$ cat src/i2cmbe_pkg.sv
// Shared types and constants for the I2C master bit engine.
package i2cmbe_pkg;

  // Phase register, one-hot encoded.
  typedef enum logic [8:0] {
    PH_IDLE     = 9'b0_0000_0001,
    PH_START    = 9'b0_0000_0010,
    PH_FALL_BIT = 9'b0_0000_0100,
    PH_BIT      = 9'b0_0000_1000,
    PH_FALL_ACK = 9'b0_0001_0000,
    PH_ACK0     = 9'b0_0010_0000,
    PH_ACK1     = 9'b0_0100_0000,
    PH_AFTER    = 9'b0_1000_0000,
    PH_STOP1    = 9'b1_0000_0000
  } phase_e;

  // Command flag bit positions.
  localparam int unsigned CfStart = 0;
  localparam int unsigned CfStop  = 1;
  localparam int unsigned CfRead  = 2;
  localparam int unsigned CfTen   = 3;

  // Event flag bit positions.
  localparam int unsigned EvStarted = 0;
  localparam int unsigned EvAddr    = 1;
  localparam int unsigned EvTen     = 2;
  localparam int unsigned EvTxEmpty = 3;
  localparam int unsigned EvNack    = 4;

  localparam int unsigned FlagW  = 4;
  localparam int unsigned EventW = 5;
  localparam int unsigned AdW    = 10;
  localparam int unsigned ShiftW = 16;
  localparam int unsigned PtrW   = 5;

  // Bit pointer values that end a byte (after the ten-bit header, after the last byte), then start values.
  localparam logic [PtrW-1:0] PtrHeaderEnd = 5'd8;
  localparam logic [PtrW-1:0] PtrByteEnd   = 5'd0;
  localparam logic [PtrW-1:0] PtrByte      = 5'd8;
  localparam logic [PtrW-1:0] PtrTenBit    = 5'd16;

  // Upper bits of the ten-bit address header (11110 before A9 A8).
  localparam logic [4:0] TenBitPrefix = 5'b11110;

endpackage

$ cat src/i2c_master_bit_engine.sv
// I2C master bit engine: command/tick input, one registered result per transaction.
//
//   channel  direction  handshake               payload
//   in       input      in_valid_i / in_stall_o  mode, command_flags, address_or_data,
//                                                sda_in, scl_in
//   out      output     out_valid_o/out_stall_i  scl/sda level and drive, busy_res,
//                                                rejected, done_res, irq_flags, read_byte
//   cfg      input      cfg_we_i                 cfg_wdata_i (irq_enable)
//
// One input transaction per cycle while not stalled; its result appears in the output
// register on the next cycle, held by the single result register after the phase logic.
// Reset clears the phase machine and flags, and drives both bus lines high.
// A stalled result holds in the output register; input is stalled only while that
// register is full and the output side stalls.
module i2c_master_bit_engine
  import i2cmbe_pkg::*;
(
  input  logic              clk_i,
  input  logic              rst_ni,
  // input channel
  input  logic              in_valid_i,
  output logic              in_stall_o,
  input  logic              mode_i,
  input  logic [FlagW-1:0]  command_flags_i,
  input  logic [AdW-1:0]    address_or_data_i,
  input  logic              sda_in_i,
  input  logic              scl_in_i,
  // output channel
  output logic              out_valid_o,
  input  logic              out_stall_i,
  output logic              scl_level_o,
  output logic              scl_drive_o,
  output logic              sda_level_o,
  output logic              sda_drive_o,
  output logic              busy_res_o,
  output logic              rejected_o,
  output logic              done_res_o,
  output logic [EventW-1:0] irq_flags_o,
  output logic [7:0]        read_byte_o,
  // configuration
  input  logic              cfg_we_i,
  input  logic [EventW-1:0] cfg_wdata_i
);

  // Engine state.
  phase_e              phase_q, phase_d;
  logic [ShiftW-1:0]   shifter_q, shifter_d;
  logic [PtrW-1:0]     bit_ptr_q, bit_ptr_d;
  logic [FlagW-1:0]    pend_q, pend_d;
  logic [EventW-1:0]   event_q, event_d;
  logic                busy_q, busy_d;
  logic                scl_lv_q, scl_lv_d, scl_dr_q, scl_dr_d;
  logic                sda_lv_q, sda_lv_d, sda_dr_q, sda_dr_d;
  logic [EventW-1:0]   irq_en_q;

  // Result register.
  logic                out_valid_q;
  logic                res_scl_lv_q, res_scl_dr_q, res_sda_lv_q, res_sda_dr_q;
  logic                res_busy_q, res_rej_q, res_done_q;
  logic [EventW-1:0]   res_irq_q;
  logic [7:0]          res_rbyte_q;

  logic                accept;
  logic                done_d, rej_d;
  logic                recv_d;
  logic [7:0]          rbyte_d;

  // Stall input only when a finished result is still waiting downstream.
  assign in_stall_o = out_valid_q & out_stall_i;
  assign accept     = in_valid_i & ~in_stall_o;

  // Load a command when idle (refused when busy) and run one half-bit phase while busy.
  always_comb begin
    logic            run;
    logic            recv;
    logic            rd;
    logic [3:0]      idx;
    logic [PtrW-1:0] ptr_dec;

    phase_d   = phase_q;
    shifter_d = shifter_q;
    bit_ptr_d = bit_ptr_q;
    pend_d    = pend_q;
    event_d   = event_q;
    busy_d    = busy_q;
    scl_lv_d  = scl_lv_q;
    scl_dr_d  = scl_dr_q;
    sda_lv_d  = sda_lv_q;
    sda_dr_d  = sda_dr_q;
    done_d    = 1'b0;
    rej_d     = 1'b0;
    run       = 1'b0;
    rd        = command_flags_i[CfRead];

    if (mode_i) begin
      if (busy_q) begin
        rej_d = 1'b1;
      end else begin
        busy_d  = 1'b1;
        event_d = '0;
        pend_d  = command_flags_i;
        run     = 1'b1;
        if (command_flags_i[CfStart]) begin
          phase_d = PH_START;
          if (command_flags_i[CfTen]) begin
            shifter_d = {TenBitPrefix[4:1], TenBitPrefix[0], address_or_data_i[9:8], rd,
                         address_or_data_i[7:0]};
            bit_ptr_d = PtrTenBit;
          end else begin
            shifter_d = {8'd0, address_or_data_i[6:0], rd};
            bit_ptr_d = PtrByte;
          end
        end else begin
          phase_d   = PH_BIT;
          shifter_d = rd ? '0 : {8'd0, address_or_data_i[7:0]};
          bit_ptr_d = PtrByte;
        end
      end
    end else if (busy_q) begin
      run = 1'b1;
    end

    recv    = pend_d[CfRead] & ~pend_d[CfStart];
    ptr_dec = bit_ptr_d - 1'b1;
    idx     = ptr_dec[3:0];

    if (run) begin
      unique case (phase_d)
        PH_START: begin
          sda_lv_d = 1'b0;
          sda_dr_d = 1'b1;
          event_d[EvStarted] = 1'b1;
          phase_d = PH_FALL_BIT;
        end
        PH_FALL_BIT: begin
          scl_lv_d = 1'b0;
          scl_dr_d = 1'b1;
          phase_d  = PH_BIT;
        end
        PH_FALL_ACK: begin
          scl_lv_d = 1'b0;
          scl_dr_d = 1'b1;
          phase_d  = PH_ACK0;
        end
        PH_BIT: begin
          if (recv) begin
            sda_dr_d = 1'b0;
            if (sda_in_i) shifter_d = shifter_d | (ShiftW'(1) << idx);
          end else begin
            sda_dr_d = 1'b1;
            sda_lv_d = shifter_d[idx];
          end
          scl_lv_d  = 1'b1;
          scl_dr_d  = 1'b1;
          bit_ptr_d = ptr_dec;
          if (ptr_dec == PtrHeaderEnd || ptr_dec == PtrByteEnd) begin
            if (pend_d[CfStart]) begin
              if (ptr_dec == PtrHeaderEnd) event_d[EvTen] = 1'b1;
              else event_d[EvAddr] = 1'b1;
            end else begin
              event_d[EvTxEmpty] = 1'b1;
            end
            phase_d = PH_FALL_ACK;
          end else begin
            phase_d = PH_FALL_BIT;
          end
        end
        PH_ACK0: begin
          sda_dr_d = 1'b0;
          scl_dr_d = 1'b0;
          // hold here while the slave stretches the clock
          if (scl_in_i) begin
            scl_lv_d = 1'b1;
            scl_dr_d = 1'b1;
            if (sda_in_i) event_d[EvNack] = 1'b1;
            phase_d = PH_ACK1;
          end
        end
        PH_ACK1: begin
          if (sda_in_i) event_d[EvNack] = 1'b1;
          scl_lv_d = 1'b0;
          scl_dr_d = 1'b1;
          sda_lv_d = 1'b0;
          sda_dr_d = 1'b1;
          phase_d  = (bit_ptr_d == PtrHeaderEnd) ? PH_BIT : PH_AFTER;
        end
        PH_AFTER: begin
          if (pend_d[CfStop]) begin
            scl_lv_d = 1'b1;
            scl_dr_d = 1'b1;
            phase_d  = PH_STOP1;
          end else begin
            busy_d  = 1'b0;
            done_d  = 1'b1;
            phase_d = PH_IDLE;
          end
        end
        PH_STOP1: begin
          sda_lv_d = 1'b1;
          sda_dr_d = 1'b1;
          busy_d   = 1'b0;
          done_d   = 1'b1;
          phase_d  = PH_IDLE;
        end
        default: begin
          phase_d = PH_IDLE;
        end
      endcase
    end

    recv_d  = recv;
    rbyte_d = recv_d ? shifter_d[7:0] : 8'd0;
  end

  // Advance engine state on each accepted transaction.
  always_ff @(posedge clk_i or negedge rst_ni) begin
    if (!rst_ni) begin
      phase_q   <= PH_IDLE;
      shifter_q <= '0;
      bit_ptr_q <= '0;
      pend_q    <= '0;
      event_q   <= '0;
      busy_q    <= 1'b0;
      scl_lv_q  <= 1'b1;
      scl_dr_q  <= 1'b1;
      sda_lv_q  <= 1'b1;
      sda_dr_q  <= 1'b1;
    end else if (accept) begin
      phase_q   <= phase_d;
      shifter_q <= shifter_d;
      bit_ptr_q <= bit_ptr_d;
      pend_q    <= pend_d;
      event_q   <= event_d;
      busy_q    <= busy_d;
      scl_lv_q  <= scl_lv_d;
      scl_dr_q  <= scl_dr_d;
      sda_lv_q  <= sda_lv_d;
      sda_dr_q  <= sda_dr_d;
    end
  end

  // Interrupt enable register.
  always_ff @(posedge clk_i or negedge rst_ni) begin
    if (!rst_ni) begin
      irq_en_q <= '0;
    end else if (cfg_we_i) begin
      irq_en_q <= cfg_wdata_i;
    end
  end

  // Output valid: set on accept, drop once taken.
  always_ff @(posedge clk_i or negedge rst_ni) begin
    if (!rst_ni) begin
      out_valid_q <= 1'b0;
    end else begin
      out_valid_q <= accept | (out_valid_q & out_stall_i);
    end
  end

  // Result payload, loaded only on accept so a stalled result holds.
  always_ff @(posedge clk_i) begin
    if (accept) begin
      res_scl_lv_q <= scl_lv_d;
      res_scl_dr_q <= scl_dr_d;
      res_sda_lv_q <= sda_lv_d;
      res_sda_dr_q <= sda_dr_d;
      res_busy_q   <= busy_d;
      res_rej_q    <= rej_d;
      res_done_q   <= done_d;
      res_irq_q    <= event_d & irq_en_q;
      res_rbyte_q  <= rbyte_d;
    end
  end

  assign out_valid_o = out_valid_q;
  assign scl_level_o = res_scl_lv_q;
  assign scl_drive_o = res_scl_dr_q;
  assign sda_level_o = res_sda_lv_q;
  assign sda_drive_o = res_sda_dr_q;
  assign busy_res_o  = res_busy_q;
  assign rejected_o  = res_rej_q;
  assign done_res_o  = res_done_q;
  assign irq_flags_o = res_irq_q;
  assign read_byte_o = res_rbyte_q;

endmodule

$ cat config.mk
export PLATFORM = sky130hd
export DESIGN_NAME = i2c_master_bit_engine
export DESIGN_NICKNAME = d
export VERILOG_FILES = /design/src/i2cmbe_pkg.sv /design/src/i2c_master_bit_engine.sv
export SDC_FILE = /design/constraint.sdc
export NUM_CORES = 1
export LEC_CHECK = 0
export BUFFER_PORTS_ARGS = -buffer_cell sky130_fd_sc_hd__buf_2
export CAP_MARGIN = 20
export CORE_UTILIZATION = 50
export DETAILED_ROUTE_END_ITERATION = 6
export GPL_TIMING_DRIVEN = 0
export HOLD_SLACK_MARGIN = 0.06
export PLACE_DENSITY = 0.7
export SYNTH_ARGS = -nofsm -noshare
export SYNTH_HDL_FRONTEND = slang
export SYNTH_SLANG_ARGS = --single-unit
export TNS_END_PERCENT = 100
$ cat constraint.sdc
create_clock -name clk_i -period 4.6 [get_ports clk_i]
set_clock_uncertainty 0.05 [all_clocks]
set_input_delay 0 -clock clk_i [delete_from_list [all_inputs] [get_ports clk_i]]
set_output_delay 0 -clock clk_i [all_outputs]
set_load 0.01 [all_outputs]
==> impl_metrics.ini <==
[yosys]
yosys.area.top_type = dfrtp_1
synth-edff-count = 20
synth_top_family_by_area = compound AO/OA/AOI/OAI gates
netlist_instances = 424
synth_seq_area_share_pct = 45.5
synth_ff_type = dfrtp_1
synthArstFlopShare_pct = 71.0
yosysTopAreaCellShare_pct = 27.3
synthSimpleGateAreaFrac_pct = 19.7
yosys-top-cells-area = dfrtp_1, edfxtp_1, nand2_1, mux2_2, o21ai_0
synth_commonest_cells = nand2_1, dfrtp_1, o21ai_0
synth_compound_area_share_pct = 22.5
synth.distinct_cells = 69
synthAdderAreaFrac_pct = 0.932
avgSynthCellArea_um2 = 9.50
yosysMostFrequentCell = nand2_1
synth_xor_area_share_pct = 0.621
synth_area_um2 = 4030
yosysWarnings = 0
ys_seq_elements = 69
muxShareOfSynthArea_pct = 6.61
synth_nets = 454

[pwr]
p_per_area_nw_per_um2 = 446
leakagePower_nw = 1.99
ir_drop_mv = 0.294
finalPower_mw = 2.16

[final_layout]
multi_input_area_um2 = 2030
final_cells = 611
final_util_pct = 62.4
area_growth_pct = 20.3
fillerInstances = 677
fin_nets = 534
drive_gt1_share_pct = 21.2
seq_area_um2 = 1830
antenna_cells = 0

[route]
ant_nets = 0
wire_per_inst_um = 19.2
wl_um = 11800
vias = 3791
via_per_inst = 6.20
drt_iter0_drc = 319
firstDrtPassIters = 7
drc = 0

[critical_path]
ff2ff_path_depth = 11
cp_slowest_cell = mux4_2
cpPeakStageDelay_ns = 0.57
ff2ff_setup_slack_ns = 0.41
crit_top_cell = clkbuf_1
endpoint_kind = register
crit_arrival_ns = 4.24
critPathLaunchType = register
worstReg2RegEnd = sda_level_o$_DFFE_PP_
r2r_start = busy_q$_DFFE_PN0P_
worstPathRequired_ns = 4.64
worstPathMaxFanout = 10
crit_type = register to register
path_cells = nand2b_1, clkbuf_1, clkbuf_2, nand2_1, ha_1, clkbuf_1, mux4_2, mux2_2, a21oi_1, o311ai_0, a21o_1

[sta]
fin_setup_tns_ns = 0
maxSlewViolCount = 0
fmax_mhz = 239
tightest_slew_ns = 1.05
hold_viol = 0
fin_crit_ns = 4.19
report.final.setup_viol = 0
rsz0062_at_grt = no
slew_headroom_pct = 29.6
fin_crit_sh_pct = 91.1

[run]
drv_cap = 0

[cts]
htreeDepth = 3
clock_latency_ns = 0.34
root_buffer = clkbuf_8
cts_sinks = 69
numCtsBuffers = 9
cts_tree = yes
post_cts_buffers = 0
cts_buffer_depth = 2
path_clk_slew_ns = 0.08

[placement]
gp_congestion = 0.941
place_inst = 573
portBuffers = 46
hpwl_um = 8130

[worst_hold_path]
hold_end = shifter_q[7]$_DFFE_PN0P_
hold_path_depth = 3
hp-class = input port to register
hold_start = address_or_data_i[7]

[floorplan]
io_pins = 49
initial_core_util_pct = 51.9
rows = 32
core_region_area_um2 = 7770
die_y_um = 91.8
die_area_um2 = 8420
fp.dieW_um = 91.8

[grt]
grt_pass1_wl_um = 19300
grt_overflow = 0
grt_max_degree = 37
grt_pass1_vias = 3672
grt_use_total_pct = 29.9
grt_antenna_before_repair = 0

[run_status]
status = finished clean
==> per-stage QoR <==
step | setup WS (ns) | area [um^2] | hold slack [ns]
2_1_floorplan | 1.19 | 4030 | -0.346
3_3_place_gp | 0.171 | 4390 | 0.157
3_5_place_dp | 0.261 | 4410 | -0.121
4_1_cts | 0.243 | 4850 | 0.0603
5_1_grt | 0.180 | 4850 | 0.0723
6_report | 0.407 | 4850 | 0.0679
==> cells by family after synthesis <==
group / after synthesis
flops: 69
simple gates: 160
buf+inv: 39
fa+ha+maj: 3
compound gates: 130
mux: 21
xor+xnor: 2
==> timing repair <==
action,CTS,global route
gates resized for setup,0,2
hold endpoints to repair,64,0
endpoints found under the setup margin,0,1
hold buffers,22,0
==> cell type report <==
| cell class | instances | share of cell area [%] |
|---|---|---|
| tap | 102 | 2.63 |
| buffer | 27 | 2.58 |
| sequential | 69 | 37.8 |
| clock inverter | 6 | 1.42 |
| timing repair buffer | 69 | 9.71 |
| clock buffer | 10 | 3.07 |
| multi-input combinational | 316 | 41.8 |
| inverter | 12 | 0.929 |
==> routing by layer <==
| layer | wire (um) | GRT usage, % | vias up |
|---|---|---|---|
| met5 | 0 | 0 | - |
| met4 | 187 | 9.51 | 0 |
| met3 | 913 | 6.05 | 17 |
| met2 | 5280 | 46.0 | 208 |
| met1 | 5380 | 42.7 | 1821 |
| li1 | - | - | 1745 |
==> worst max-delay path, delay by kind of cell, from the launching register on <==
kind / cells / cell delay (ns)
simple gates: 2 / 0.48
fa+ha+maj: 1 / 0.30
flops: 1 / 0.41
buf+inv: 3 / 1.28
mux: 2 / 0.84
compound gates: 3 / 0.58
==> state kept, by name, summed over array words and instances, names as in the netlist, 3 cells and up <==
register     flops
pend_q           3
phase_q          9
event_q          5
read_byte_o      8
irq_en_q         5
shifter_q       16
bit_ptr_q        5
irq_flags_o      5
==> power by group <==
part | internal [mW] | switching, mW | total, mW
Clock | 0.286 | 0.251 | 0.537
Sequential | 0.735 | 0.0645 | 0.799
Combinational | 0.321 | 0.503 | 0.824
==> layout by cell type (no fill, tap or decap), types with 7 or more instances in the layout <==
| cell type | netlist | routed |
|---|---|---|
| nand2_1 | 64 | 64 |
| buf_2 | 4 | 50 |
| dfrtp_1 | 44 | 44 |
| o21ai_0 | 30 | 30 |
| nor2_1 | 27 | 27 |
| a21oi_1 | 24 | 24 |
| dlygate4sd3_1 | 0 | 22 |
| edfxtp_1 | 20 | 20 |
| clkbuf_1 | 20 | 18 |
| nand3_1 | 15 | 15 |
| mux2_2 | 15 | 15 |
| inv_1 | 11 | 11 |
| a22o_1 | 10 | 10 |
| a31oi_1 | 9 | 9 |
| clkbuf_8 | 0 | 9 |
| nand2b_1 | 8 | 8 |
| nor2b_1 | 8 | 8 |
| nor3_1 | 8 | 8 |
| nand4_1 | 7 | 7 |
| a22oi_1 | 7 | 7 |
| o22ai_1 | 7 | 7 |
==> how the worst max path moves through the flow <==
stage	from	end	slack, ns	depth (start not counted)
finish	busy_q$_DFFE_PN0P_	sda_level_o$_DFFE_PP_	0.41	11
global placement	busy_q$_DFFE_PN0P_	sda_level_o$_DFFE_PP_	0.17	11
floorplan	busy_q$_DFFE_PN0P_	sda_level_o$_DFFE_PP_	1.19	11
global route	busy_q$_DFFE_PN0P_	sda_level_o$_DFFE_PP_	0.18	11
detailed placement	busy_q$_DFFE_PN0P_	sda_level_o$_DFFE_PP_	0.26	11
CTS	busy_q$_DFFE_PN0P_	sda_level_o$_DFFE_PP_	0.24	11
Note: power is estimated with default switching activity, not from simulation.
